File: src/sv/gmrlm_pkg.sv
// Shared types and constants for the gain, mute and RMS level meter.
// No dependencies; imported by every module of the block.
`default_nettype none

package gmrlm_pkg;

    // Fixed field widths
    localparam int SAMPLE_W  = 16;
    localparam int GAIN_W    = 16;
    localparam int LEVEL_W   = 7;
    localparam int GAIN_FRAC = 12;
    localparam int PROD_W    = SAMPLE_W + GAIN_W + 1;
    localparam int QUOT_W    = PROD_W - GAIN_FRAC;
    localparam int MAG_W     = SAMPLE_W + 1;
    // largest square is 2^30, so 31 bits hold it
    localparam int SQ_W      = 31;

    // Square root: 32-bit radicand, two bits per step
    localparam int RAD_W      = 32;
    localparam int ROOT_W     = 16;
    localparam int SREM_W     = ROOT_W + 2;
    localparam int SQRT_STEPS = RAD_W / 2;

    // Configuration register indexes
    localparam int CFG_IDX_W = 1;
    localparam logic [CFG_IDX_W-1:0] CFG_GAIN = 1'b0;
    localparam logic [CFG_IDX_W-1:0] CFG_MUTE = 1'b1;

    localparam logic [GAIN_W-1:0] GAIN_RESET = 16'd4096;

    // Level scaling: floor(root / 150) capped at 100.
    // root >= 15000 saturates; below that, root * 27963 >> 22 is exact.
    localparam logic [LEVEL_W-1:0] LVL_MAX       = 7'd100;
    localparam logic [ROOT_W-1:0]  LVL_SAT_ROOT  = 16'd15000;
    localparam int                 LVL_ROOT_W    = 14;
    localparam logic [14:0]        LVL_DIV_MUL   = 15'd27963;
    localparam int                 LVL_DIV_SHIFT = 22;
    localparam int                 LVL_PROD_W    = LVL_ROOT_W + 15;

    localparam int QUEUE_DEPTH = 4;

    // Per-item data handed from the front to the back
    typedef struct packed {
        logic signed [SAMPLE_W-1:0] y;
        logic                       last;
        logic                       mute;
    } item_t;

endpackage

`default_nettype wire

File: src/sv/gmrlm_front.sv
// Front end: gain multiply, truncate and saturate, square, and block accumulation.
// Depends on gmrlm_pkg.
`default_nettype none

module gmrlm_front #(
    parameter int MAX_BLOCK = 4096,
    localparam int CNT_W = $clog2(MAX_BLOCK + 1),
    localparam int SUM_W = CNT_W + gmrlm_pkg::SQ_W - 1
) (
    input  wire logic                                aclk,
    input  wire logic                                aresetn,
    input  wire logic                                s_valid,
    output logic                                     s_ready,
    input  wire logic signed [gmrlm_pkg::SAMPLE_W-1:0] s_sample_in,
    input  wire logic                                s_block_end,
    input  wire logic [gmrlm_pkg::GAIN_W-1:0]        gain_i,
    input  wire logic                                mute_i,
    output logic                                     push_valid,
    input  wire logic                                push_ready,
    output gmrlm_pkg::item_t                         push_item,
    output logic [SUM_W-1:0]                         push_sum,
    output logic [CNT_W-1:0]                         push_cnt
);
    import gmrlm_pkg::*;

    // stage A: product
    logic              a_vld_reg;
    logic [PROD_W-1:0] a_prod_reg;
    logic              a_last_reg;
    logic              a_mute_reg;
    // stage B: output sample and its square
    logic                b_vld_reg;
    logic [SAMPLE_W-1:0] b_y_reg;
    logic [SQ_W-1:0]     b_sq_reg;
    logic                b_last_reg;
    logic                b_mute_reg;
    // block accumulators
    logic [SUM_W-1:0] sum_reg, sum_next;
    logic [CNT_W-1:0] cnt_reg, cnt_next;

    logic                     a_take, b_take, push_fire, counting;
    logic signed [PROD_W-1:0] prod;
    logic [PROD_W-1:0]        biased;
    logic [QUOT_W-1:0]        quot;
    logic [SAMPLE_W-1:0]      y_sat, y_b;
    logic [MAG_W-1:0]         mag;
    logic [2*MAG_W-1:0]       sq_full;
    logic [SUM_W-1:0]         sum_acc;
    logic [CNT_W-1:0]         cnt_acc;

    // pipeline advance
    assign push_fire = push_valid && push_ready;
    assign b_take    = !b_vld_reg || push_ready;
    assign a_take    = !a_vld_reg || b_take;
    assign s_ready   = a_take;

    // signed sample times unsigned Q4.12 gain
    assign prod = s_sample_in * $signed({1'b0, gain_i});

    // truncate toward zero: bias negative products before the shift
    assign biased = a_prod_reg + (a_prod_reg[PROD_W-1] ?
                    PROD_W'((1 << GAIN_FRAC) - 1) : PROD_W'(0));
    assign quot   = biased[PROD_W-1:GAIN_FRAC];

    // saturate to 16 bits when the upper bits are not a sign extension
    always_comb begin
        if (quot[QUOT_W-1:SAMPLE_W-1] == '0 || quot[QUOT_W-1:SAMPLE_W-1] == '1) begin
            y_sat = quot[SAMPLE_W-1:0];
        end else if (quot[QUOT_W-1]) begin
            y_sat = {1'b1, {(SAMPLE_W-1){1'b0}}};
        end else begin
            y_sat = {1'b0, {(SAMPLE_W-1){1'b1}}};
        end
    end

    assign y_b     = a_mute_reg ? '0 : y_sat;
    assign mag     = y_b[SAMPLE_W-1] ? (MAG_W'(0) - {y_b[SAMPLE_W-1], y_b}) : {1'b0, y_b};
    assign sq_full = mag * mag;

    // accumulate the first MAX_BLOCK squares of the block
    assign counting = cnt_reg < CNT_W'(MAX_BLOCK);
    assign sum_acc  = sum_reg + (counting ? SUM_W'(b_sq_reg) : SUM_W'(0));
    assign cnt_acc  = cnt_reg + (counting ? CNT_W'(1) : CNT_W'(0));

    always_comb begin
        sum_next = sum_reg;
        cnt_next = cnt_reg;
        if (push_fire) begin
            sum_next = b_last_reg ? '0 : sum_acc;
            cnt_next = b_last_reg ? '0 : cnt_acc;
        end
    end

    assign push_valid     = b_vld_reg;
    assign push_item.y    = $signed(b_y_reg);
    assign push_item.last = b_last_reg;
    assign push_item.mute = b_mute_reg;
    assign push_sum       = sum_acc;
    assign push_cnt       = cnt_acc;

    // control state
    always_ff @(posedge aclk) begin
        if (!aresetn) begin
            a_vld_reg <= 1'b0;
            b_vld_reg <= 1'b0;
            sum_reg   <= '0;
            cnt_reg   <= '0;
        end else begin
            if (a_take) a_vld_reg <= s_valid;
            if (b_take) b_vld_reg <= a_vld_reg;
            sum_reg <= sum_next;
            cnt_reg <= cnt_next;
        end
    end

    // payload
    always_ff @(posedge aclk) begin
        if (a_take) begin
            a_prod_reg <= prod;
            a_last_reg <= s_block_end;
            a_mute_reg <= mute_i;
        end
        if (b_take) begin
            b_y_reg    <= y_b;
            b_sq_reg   <= sq_full[SQ_W-1:0];
            b_last_reg <= a_last_reg;
            b_mute_reg <= a_mute_reg;
        end
    end

endmodule

`default_nettype wire

File: src/sv/gmrlm_queue.sv
// Short FIFO between the front end and the level back end.
// Depends on gmrlm_pkg.
`default_nettype none

module gmrlm_queue #(
    parameter int W     = 8,
    parameter int DEPTH = 4,
    localparam int PTR_W = $clog2(DEPTH),
    localparam int CNT_W = $clog2(DEPTH + 1)
) (
    input  wire logic         aclk,
    input  wire logic         aresetn,
    input  wire logic         push_valid,
    output logic              push_ready,
    input  wire logic [W-1:0] push_data,
    output logic              pop_valid,
    input  wire logic         pop_ready,
    output logic [W-1:0]      pop_data
);
    import gmrlm_pkg::*;

    logic [W-1:0]     mem_reg [DEPTH];
    logic [PTR_W-1:0] wr_ptr_reg, wr_ptr_next;
    logic [PTR_W-1:0] rd_ptr_reg, rd_ptr_next;
    logic [CNT_W-1:0] count_reg, count_next;
    logic             do_push, do_pop;

    assign push_ready = count_reg != CNT_W'(DEPTH);
    assign pop_valid  = count_reg != '0;
    assign pop_data   = mem_reg[rd_ptr_reg];
    assign do_push    = push_valid && push_ready;
    assign do_pop     = pop_valid && pop_ready;

    // pointer and fill bookkeeping
    always_comb begin
        wr_ptr_next = wr_ptr_reg;
        rd_ptr_next = rd_ptr_reg;
        count_next  = count_reg;
        if (do_push) begin
            wr_ptr_next = (wr_ptr_reg == PTR_W'(DEPTH - 1)) ? '0 : wr_ptr_reg + PTR_W'(1);
        end
        if (do_pop) begin
            rd_ptr_next = (rd_ptr_reg == PTR_W'(DEPTH - 1)) ? '0 : rd_ptr_reg + PTR_W'(1);
        end
        if (do_push && !do_pop) begin
            count_next = count_reg + CNT_W'(1);
        end else if (do_pop && !do_push) begin
            count_next = count_reg - CNT_W'(1);
        end
    end

    always_ff @(posedge aclk) begin
        if (!aresetn) begin
            wr_ptr_reg <= '0;
            rd_ptr_reg <= '0;
            count_reg  <= '0;
        end else begin
            wr_ptr_reg <= wr_ptr_next;
            rd_ptr_reg <= rd_ptr_next;
            count_reg  <= count_next;
        end
    end

    always_ff @(posedge aclk) begin
        if (do_push) mem_reg[wr_ptr_reg] <= push_data;
    end

endmodule

`default_nettype wire

File: src/sv/gmrlm_back.sv
// Back end: per-block mean square divide, square root, level scaling and
// the registered result stage. Depends on gmrlm_pkg.
`default_nettype none

module gmrlm_back #(
    parameter int MAX_BLOCK = 4096,
    localparam int CNT_W  = $clog2(MAX_BLOCK + 1),
    localparam int SUM_W  = CNT_W + gmrlm_pkg::SQ_W - 1,
    localparam int STEP_W = $clog2(SUM_W)
) (
    input  wire logic                                aclk,
    input  wire logic                                aresetn,
    input  wire logic                                pop_valid,
    output logic                                     pop_ready,
    input  wire gmrlm_pkg::item_t                    pop_item,
    input  wire logic [SUM_W-1:0]                    pop_sum,
    input  wire logic [CNT_W-1:0]                    pop_cnt,
    output logic                                     m_valid,
    input  wire logic                                m_ready,
    output logic signed [gmrlm_pkg::SAMPLE_W-1:0]    m_sample_out,
    output logic [gmrlm_pkg::LEVEL_W-1:0]            m_level,
    output logic                                     m_level_new,
    output logic                                     m_last
);
    import gmrlm_pkg::*;

    localparam logic [1:0] ST_IDLE = 2'd0;
    localparam logic [1:0] ST_DIV  = 2'd1;
    localparam logic [1:0] ST_SQRT = 2'd2;
    localparam logic [1:0] ST_LVL  = 2'd3;

    logic [1:0]          state_reg, state_next;
    logic [STEP_W-1:0]   step_reg, step_next;
    logic [LEVEL_W-1:0]  held_reg, held_next;
    logic                m_valid_reg, m_valid_next;
    // working registers
    logic [SUM_W-1:0]    div_reg;
    logic [CNT_W-1:0]    rem_reg;
    logic [CNT_W-1:0]    den_reg;
    logic [RAD_W-1:0]    rad_reg;
    logic [ROOT_W-1:0]   root_reg;
    logic [SREM_W-1:0]   srem_reg;
    logic [SAMPLE_W-1:0] y_reg;
    // result registers
    logic [SAMPLE_W-1:0] m_sample_reg;
    logic [LEVEL_W-1:0]  m_level_reg;
    logic                m_level_new_reg;
    logic                m_last_reg;

    logic                out_free, pop_fire, start_calc, out_load;
    logic [SAMPLE_W-1:0] out_y;
    logic [LEVEL_W-1:0]  out_level;
    logic                out_new;
    logic [CNT_W:0]      rem_sh, rem_diff;
    logic                div_ge;
    logic [CNT_W-1:0]    rem_step;
    logic [SUM_W-1:0]    div_step;
    logic [SREM_W+1:0]   srem_sh, trial, srem_diff;
    logic                sqrt_ge;
    logic [SREM_W-1:0]   srem_step;
    logic [ROOT_W-1:0]   root_step;
    logic [LVL_PROD_W-1:0] lvl_prod;
    logic [LEVEL_W-1:0]  lvl_calc;

    assign out_free   = !m_valid_reg || m_ready;
    assign start_calc = pop_item.last && !pop_item.mute;
    assign pop_ready  = (state_reg == ST_IDLE) && (out_free || start_calc);
    assign pop_fire   = pop_valid && pop_ready;

    // restoring divide, one quotient bit per cycle
    assign rem_sh   = {rem_reg, div_reg[SUM_W-1]};
    assign rem_diff = rem_sh - {1'b0, den_reg};
    assign div_ge   = rem_sh >= {1'b0, den_reg};
    assign rem_step = div_ge ? rem_diff[CNT_W-1:0] : rem_sh[CNT_W-1:0];
    assign div_step = {div_reg[SUM_W-2:0], div_ge};

    // digit-by-digit square root, two radicand bits per cycle
    assign srem_sh   = {srem_reg, rad_reg[RAD_W-1:RAD_W-2]};
    assign trial     = {2'b00, root_reg, 2'b01};
    assign srem_diff = srem_sh - trial;
    assign sqrt_ge   = srem_sh >= trial;
    assign srem_step = sqrt_ge ? srem_diff[SREM_W-1:0] : srem_sh[SREM_W-1:0];
    assign root_step = {root_reg[ROOT_W-2:0], sqrt_ge};

    // level = min(100, root / 150)
    assign lvl_prod = root_reg[LVL_ROOT_W-1:0] * LVL_DIV_MUL;
    assign lvl_calc = (root_reg >= LVL_SAT_ROOT) ? LVL_MAX :
                      LEVEL_W'(lvl_prod >> LVL_DIV_SHIFT);

    // sequencer
    always_comb begin
        state_next = state_reg;
        step_next  = step_reg;
        held_next  = held_reg;
        out_load   = 1'b0;
        out_y      = y_reg;
        out_level  = held_reg;
        out_new    = 1'b0;
        case (state_reg)
            ST_IDLE: begin
                if (pop_fire) begin
                    if (start_calc) begin
                        state_next = ST_DIV;
                        step_next  = '0;
                    end else begin
                        out_load  = 1'b1;
                        out_y     = pop_item.y;
                        out_new   = pop_item.last;
                        out_level = pop_item.last ? '0 : held_reg;
                        held_next = out_level;
                    end
                end
            end
            ST_DIV: begin
                step_next = step_reg + STEP_W'(1);
                if (step_reg == STEP_W'(SUM_W - 1)) begin
                    state_next = ST_SQRT;
                    step_next  = '0;
                end
            end
            ST_SQRT: begin
                step_next = step_reg + STEP_W'(1);
                if (step_reg == STEP_W'(SQRT_STEPS - 1)) begin
                    state_next = ST_LVL;
                    step_next  = '0;
                end
            end
            ST_LVL: begin
                if (out_free) begin
                    out_load   = 1'b1;
                    out_level  = lvl_calc;
                    out_new    = 1'b1;
                    held_next  = lvl_calc;
                    state_next = ST_IDLE;
                end
            end
            default: begin
                state_next = ST_IDLE;
            end
        endcase
    end

    always_comb begin
        m_valid_next = m_valid_reg;
        if (out_load) begin
            m_valid_next = 1'b1;
        end else if (m_ready) begin
            m_valid_next = 1'b0;
        end
    end

    // control state
    always_ff @(posedge aclk) begin
        if (!aresetn) begin
            state_reg   <= ST_IDLE;
            step_reg    <= '0;
            held_reg    <= '0;
            m_valid_reg <= 1'b0;
        end else begin
            state_reg   <= state_next;
            step_reg    <= step_next;
            held_reg    <= held_next;
            m_valid_reg <= m_valid_next;
        end
    end

    // datapath
    always_ff @(posedge aclk) begin
        if (pop_fire && start_calc) begin
            div_reg <= pop_sum;
            den_reg <= pop_cnt;
            rem_reg <= '0;
            y_reg   <= pop_item.y;
        end
        if (state_reg == ST_DIV) begin
            div_reg <= div_step;
            rem_reg <= rem_step;
            // mean square never exceeds 2^30, so the low bits carry it all
            rad_reg  <= RAD_W'(div_step);
            root_reg <= '0;
            srem_reg <= '0;
        end
        if (state_reg == ST_SQRT) begin
            rad_reg  <= {rad_reg[RAD_W-3:0], 2'b00};
            srem_reg <= srem_step;
            root_reg <= root_step;
        end
        if (out_load) begin
            m_sample_reg    <= out_y;
            m_level_reg     <= out_level;
            m_level_new_reg <= out_new;
            m_last_reg      <= out_new;
        end
    end

    assign m_valid      = m_valid_reg;
    assign m_sample_out = $signed(m_sample_reg);
    assign m_level      = m_level_reg;
    assign m_level_new  = m_level_new_reg;
    assign m_last       = m_last_reg;

endmodule

`default_nettype wire

File: src/sv/gain_mute_rms_level_meter_unit.sv
// Ordinary samples pass stage A, stage B, the queue and the result register, one beat per cycle while
// the back end is idle and the result side takes each beat. A block end without mute holds its result
// in the back end for the divide, the square root and the level scaling; the 4-entry queue lets the
// next block keep accumulating.
// Synchronous active-low reset clears sums, counts, held level, gain to unity
// and mute off; no clearing pass.
`default_nettype none

module gain_mute_rms_level_meter_unit #(
    parameter int MAX_BLOCK = 4096
) (
    input  wire logic                                   aclk,
    input  wire logic                                   aresetn,
    input  wire logic                                   cfg_wr_en,
    input  wire logic [gmrlm_pkg::CFG_IDX_W-1:0]        cfg_index,
    input  wire logic [gmrlm_pkg::GAIN_W-1:0]           cfg_wdata,
    input  wire logic                                   s_valid,
    output logic                                        s_ready,
    input  wire logic signed [gmrlm_pkg::SAMPLE_W-1:0]  s_sample_in,
    input  wire logic                                   s_block_end,
    output logic                                        m_valid,
    input  wire logic                                   m_ready,
    output logic signed [gmrlm_pkg::SAMPLE_W-1:0]       m_sample_out,
    output logic [gmrlm_pkg::LEVEL_W-1:0]               m_level,
    output logic                                        m_level_new,
    output logic                                        m_last
);
    import gmrlm_pkg::*;

    localparam int CNT_W = $clog2(MAX_BLOCK + 1);
    localparam int SUM_W = CNT_W + SQ_W - 1;
    localparam int Q_W   = $bits(item_t) + SUM_W + CNT_W;

    logic [GAIN_W-1:0] gain_reg, gain_next;
    logic              mute_reg, mute_next;

    logic             push_valid, push_ready, pop_valid, pop_ready;
    item_t            push_item, pop_item;
    logic [SUM_W-1:0] push_sum, pop_sum;
    logic [CNT_W-1:0] push_cnt, pop_cnt;
    logic [Q_W-1:0]   pop_data;

    // configuration registers
    always_comb begin
        gain_next = gain_reg;
        mute_next = mute_reg;
        if (cfg_wr_en) begin
            case (cfg_index)
                CFG_GAIN: gain_next = cfg_wdata;
                CFG_MUTE: mute_next = cfg_wdata[0];
                default:  ;
            endcase
        end
    end

    always_ff @(posedge aclk) begin
        if (!aresetn) begin
            gain_reg <= GAIN_RESET;
            mute_reg <= 1'b0;
        end else begin
            gain_reg <= gain_next;
            mute_reg <= mute_next;
        end
    end

    gmrlm_front #(
        .MAX_BLOCK (MAX_BLOCK)
    ) u_front (
        .aclk        (aclk),
        .aresetn     (aresetn),
        .s_valid     (s_valid),
        .s_ready     (s_ready),
        .s_sample_in (s_sample_in),
        .s_block_end (s_block_end),
        .gain_i      (gain_reg),
        .mute_i      (mute_reg),
        .push_valid  (push_valid),
        .push_ready  (push_ready),
        .push_item   (push_item),
        .push_sum    (push_sum),
        .push_cnt    (push_cnt)
    );

    gmrlm_queue #(
        .W     (Q_W),
        .DEPTH (QUEUE_DEPTH)
    ) u_queue (
        .aclk       (aclk),
        .aresetn    (aresetn),
        .push_valid (push_valid),
        .push_ready (push_ready),
        .push_data  ({push_item, push_sum, push_cnt}),
        .pop_valid  (pop_valid),
        .pop_ready  (pop_ready),
        .pop_data   (pop_data)
    );

    assign pop_item = item_t'(pop_data[Q_W-1 -: $bits(item_t)]);
    assign pop_sum  = pop_data[CNT_W +: SUM_W];
    assign pop_cnt  = pop_data[CNT_W-1:0];

    gmrlm_back #(
        .MAX_BLOCK (MAX_BLOCK)
    ) u_back (
        .aclk         (aclk),
        .aresetn      (aresetn),
        .pop_valid    (pop_valid),
        .pop_ready    (pop_ready),
        .pop_item     (pop_item),
        .pop_sum      (pop_sum),
        .pop_cnt      (pop_cnt),
        .m_valid      (m_valid),
        .m_ready      (m_ready),
        .m_sample_out (m_sample_out),
        .m_level      (m_level),
        .m_level_new  (m_level_new),
        .m_last       (m_last)
    );

`ifndef SYNTH
    // level never leaves its scale
    a_level_range: assert property (@(posedge aclk) disable iff (!aresetn)
        m_valid |-> (m_level <= LVL_MAX))
        else $error("level above full scale");

    // an updated level only comes with the last beat of a block
    a_new_on_last: assert property (@(posedge aclk) disable iff (!aresetn)
        (m_valid && m_level_new) |-> m_last)
        else $error("level update without block end");

    // reset empties the result stage
    a_reset_empty: assert property (@(posedge aclk)
        !aresetn |=> !m_valid)
        else $error("result valid straight after reset");
`endif

endmodule

`default_nettype wire

File: config.mk
export PLATFORM = sky130hd
export DESIGN_NAME = gain_mute_rms_level_meter_unit
export DESIGN_NICKNAME = d
export VERILOG_FILES = /design/src/sv/gmrlm_pkg.sv /design/src/sv/gmrlm_front.sv /design/src/sv/gmrlm_queue.sv /design/src/sv/gmrlm_back.sv /design/src/sv/gain_mute_rms_level_meter_unit.sv
export SDC_FILE = /design/constraint.sdc
export NUM_CORES = 2
export LEC_CHECK = 0
export ABC_AREA = 1
export ABC_CLOCK_PERIOD_IN_PS = 13400
export BUFFER_PORTS_ARGS = -buffer_cell sky130_fd_sc_hd__buf_2
export CORE_ASPECT_RATIO = 2
export CORE_MARGIN = 4
export CORE_UTILIZATION = 45
export DETAILED_ROUTE_END_ITERATION = 8
export PLACE_DENSITY = 0.63
export SETUP_SLACK_MARGIN = 0.2
export SLEW_MARGIN = 10
export SYNTH_ARGS = -nofsm -noshare
export SYNTH_HDL_FRONTEND = slang
export SYNTH_SLANG_ARGS = --single-unit
File: constraint.sdc
create_clock -name aclk -period 13.4 [get_ports aclk]
set_clock_uncertainty 0.2 [all_clocks]
set_input_delay 0.67 -clock aclk [delete_from_list [all_inputs] [get_ports aclk]]
set_output_delay 0.67 -clock aclk [all_outputs]
set_load 0.005 [all_outputs]
==> key figures <==
Outcome
  – Run status: complete, no violations

Clock network
  – Clock Tree Buf Depth: 3
  – Clk pin slew, worst setup/hold paths: 0.07 ns
  – Cts bufs inserted: 60
  – Post-CTS Setup Inserts: 0
  – Root buffer cell: clkbuf_16
  – CTS tree: built
  – Worst skew pair latency: 0.68 ns
  – H-tree levels: 2
  – Clock Sinks: 653

Synthesis
  – Post-Synthesis Cells: 5,308
  – Top-area cell type share of the netlist area: 0.330
  – Ys flop type: edfxtp_1
  – Ys Warns: 0
  – Syn Std Cell Area: 50,200 sq um
  – Post-synth top area cell: edfxtp_1
  – Area contributors post-synth: edfxtp_1, fa_1, ha_1
  – Synth cell types: 62
  – Yosys reg bits: 653
  – Ys async rst share: 0
  – Post-synth EDFFs: 551
  – Post-synthesis average cell area: 9.46 sq um
  – Register area share after synthesis: 0.370

Route
  – Final WL: 125,000 um
  – Avg WL per Cell: 18.2 um
  – DR DRC count: 0
  – Via count: 35.6k
  – Drt first pass iters: 5
  – Post-DRT Antenna Nets: 0
  – DRT iter0 DRCs: 1,804
  – Vias/cell: 5.20

Floorplanning
  – Starting density of the core: 0.452
  – Core footprint: 111,000 sq um
  – Die area: 117,000 sq um
  – Top Ports: 66
  – Horiz. Die Dim: 244 um
  – Die Y: 480 um
  – Row cnt: 173

GRT
  – Top Usage Layer GRT: met2
  – Grt ovf: 0
  – Vias in the first global route: 38.7k
  – Met1 usage: 0.199
  – First-pass GRT wire length: 199,000 um
  – M3 GR Usage: 0.0204
  – Met2 global-route usage: 0.438
  – GRT Util Overall: 0.214
  – Antenna violations before repair: 1
  – Largest net degree at the start of global routing: 92

Worst hold path
  – HP Start: cfg_wdata[7]
  – WHS Endpoint: gain_reg[7]
  – Hold Path Class: input pin to register
  – Hold path depth: 3

Place
  – Placer Congestion: 0.919
  – Placement Cell Area: 52,100 sq um
  – # port buffers: 65
  – DP HPWL: 95,300 um

Timing
  – Relative slew slack: 0.298
  – Final setup viols: 0
  – Fin. max-slew vios: 0
  – Setup TNS: 0 ns
  – Final Cycle Share: 0.797
  – Final Hold Fails: 0
  – Fin crit period: 10.68 ns
  – FMAX: 93.7 MHz
  – RSZ-0062 raised after global routing: false
  – Measured slew at the worst slew-check pin: 1.05 ns

Worst setup path
  – Max stage delay on crit path: 0.68 ns
  – Most used cell along the critical path: inv_1
  – CP max FO: 16
  – Crit-path slowest cell: edfxtp_1
  – CP Class: register to register
  – Worst R2R Start: u_front.a_prod_reg[32]
  – R2r setup slk: 2.72 ns
  – Arr. time, crit path: 10.90 ns
  – CP endpoint kind: register
  – CP required: 13.62 ns
  – R2R cell count: 41
  – FF-to-FF End: u_front.b_sq_reg[28]
  – Startpoint types: register

Layout
  – Max reg flops: 296
  – Final core utilization: 0.488
  – Layout cells sized above 1: 0.0630
  – # diodes: 0
  – NumNets Final: 6,228
  – Area delta synth->final: 8.02%
  – Filler cells: 10.3k
  – Fin area: 54,200 sq um

Job
  – Max_cap viols: 0
[routing by layer]
metal / routed length, um / share of wire
met1: 41100 / 0.33
met3: 3800 / 0.030
met4: 8420 / 0.067
met5: 0 / 0
met2: 71400 / 0.57
[repair_timing]
| action | 4_1_cts | 5_1_grt |
|---|---|---|
| resized for setup | 0 | 0 |
| hold buffers | 2 | 0 |
| endpoints found under the hold margin | 2 | 0 |
[synthesized netlist by cell type (all sizes together), types with 5 or more instances]
library cell	count
a211oi	14
a21boi	8
a21o	11
a21oi	322
a221o	31
a31oi	21
buf	33
clkbuf	163
dfxtp	102
edfxtp	551
fa	467
ha	411
inv	1060
nand2	1024
nand3	100
nand3b	6
nand4	24
nor2	375
nor3	32
nor4	5
o211ai	9
o21a	14
o21ai	240
o21bai	9
o22ai	31
o31ai	34
or2	23
xnor2	56
xor2	94
[cell families after synthesis]
logic type | after synthesis | synth area share
other cells | 2 | 0.000150
simple gates | 1606 | 0.132
fa+ha+maj | 878 | 0.289
buf+inv | 1256 | 0.0954
compound gates | 763 | 0.0869
xor+xnor | 150 | 0.0265
flops | 653 | 0.370
[how the worst max path moves through the flow]
stage,start,end,slack [ns],cells past startpoint
2_1_floorplan,u_front.a_prod_reg[32],u_front.b_sq_reg[30],4.41,42
3_3_place_gp,u_front.a_prod_reg[32],u_front.b_sq_reg[28],2.90,43
3_5_place_dp,u_front.a_prod_reg[32],u_front.b_sq_reg[28],2.73,41
4_1_cts,u_front.a_prod_reg[32],u_front.b_sq_reg[28],2.71,41
5_1_grt,u_front.a_prod_reg[32],u_front.b_sq_reg[28],1.89,42
6_report,u_front.a_prod_reg[32],u_front.b_sq_reg[28],2.72,41
[placed cells by master (no fill, tap or decap), types with 26 or more instances in the layout]
cell type | Yosys | layout
a21oi_1 | 322 | 322
xnor2_1 | 56 | 56
inv_1 | 1035 | 1033
inv_2 | 25 | 26
ha_1 | 411 | 408
nor3_1 | 31 | 31
o31ai_1 | 34 | 34
nand2_1 | 1000 | 999
nor2_1 | 352 | 346
conb_1 | 2 | 35
nand3_1 | 87 | 86
xor2_1 | 92 | 92
o21ai_0 | 237 | 235
fa_1 | 467 | 467
a221o_1 | 31 | 31
buf_2 | 4 | 65
dfxtp_1 | 102 | 100
o22ai_1 | 31 | 31
clkbuf_16 | 0 | 61
buf_4 | 5 | 37
edfxtp_1 | 551 | 551
[metrics by stage]
step	setup slack (ns)	instances	hold slack, ns
2_1_floorplan	4.41	5341	0.200
3_3_place_gp	2.90	6734	0.206
3_5_place_dp	2.73	6734	0.216
4_1_cts	2.71	6849	0.00397
5_1_grt	1.89	6849	0.0454
6_report	2.72	6849	0.0585
[worst max-delay path: cells and delay by family, from the launching register on]
kind,cells,cell delay (ns)
fa+ha+maj,9,4.10
simple gates,15,2.26
compound gates,8,1.78
buf+inv,7,0.86
flops,1,0.68
xor+xnor,2,0.57
[final cells by class]
type / count / area (sq um) / share of cell area
clock inverter: 47 / 567 / 0.0104
inverter: 1060 / 3980 / 0.0734
clock buffer: 66 / 1560 / 0.0287
timing repair buffer: 104 / 623 / 0.0115
sequential: 653 / 18600 / 0.343
tap: 1487 / 1860 / 0.0343
multi-input combinational: 3432 / 27100 / 0.499
Power is left out: the tool's default activity adds up to more than one toggle a clock period on the data nets, which glitch-free logic cannot reach.
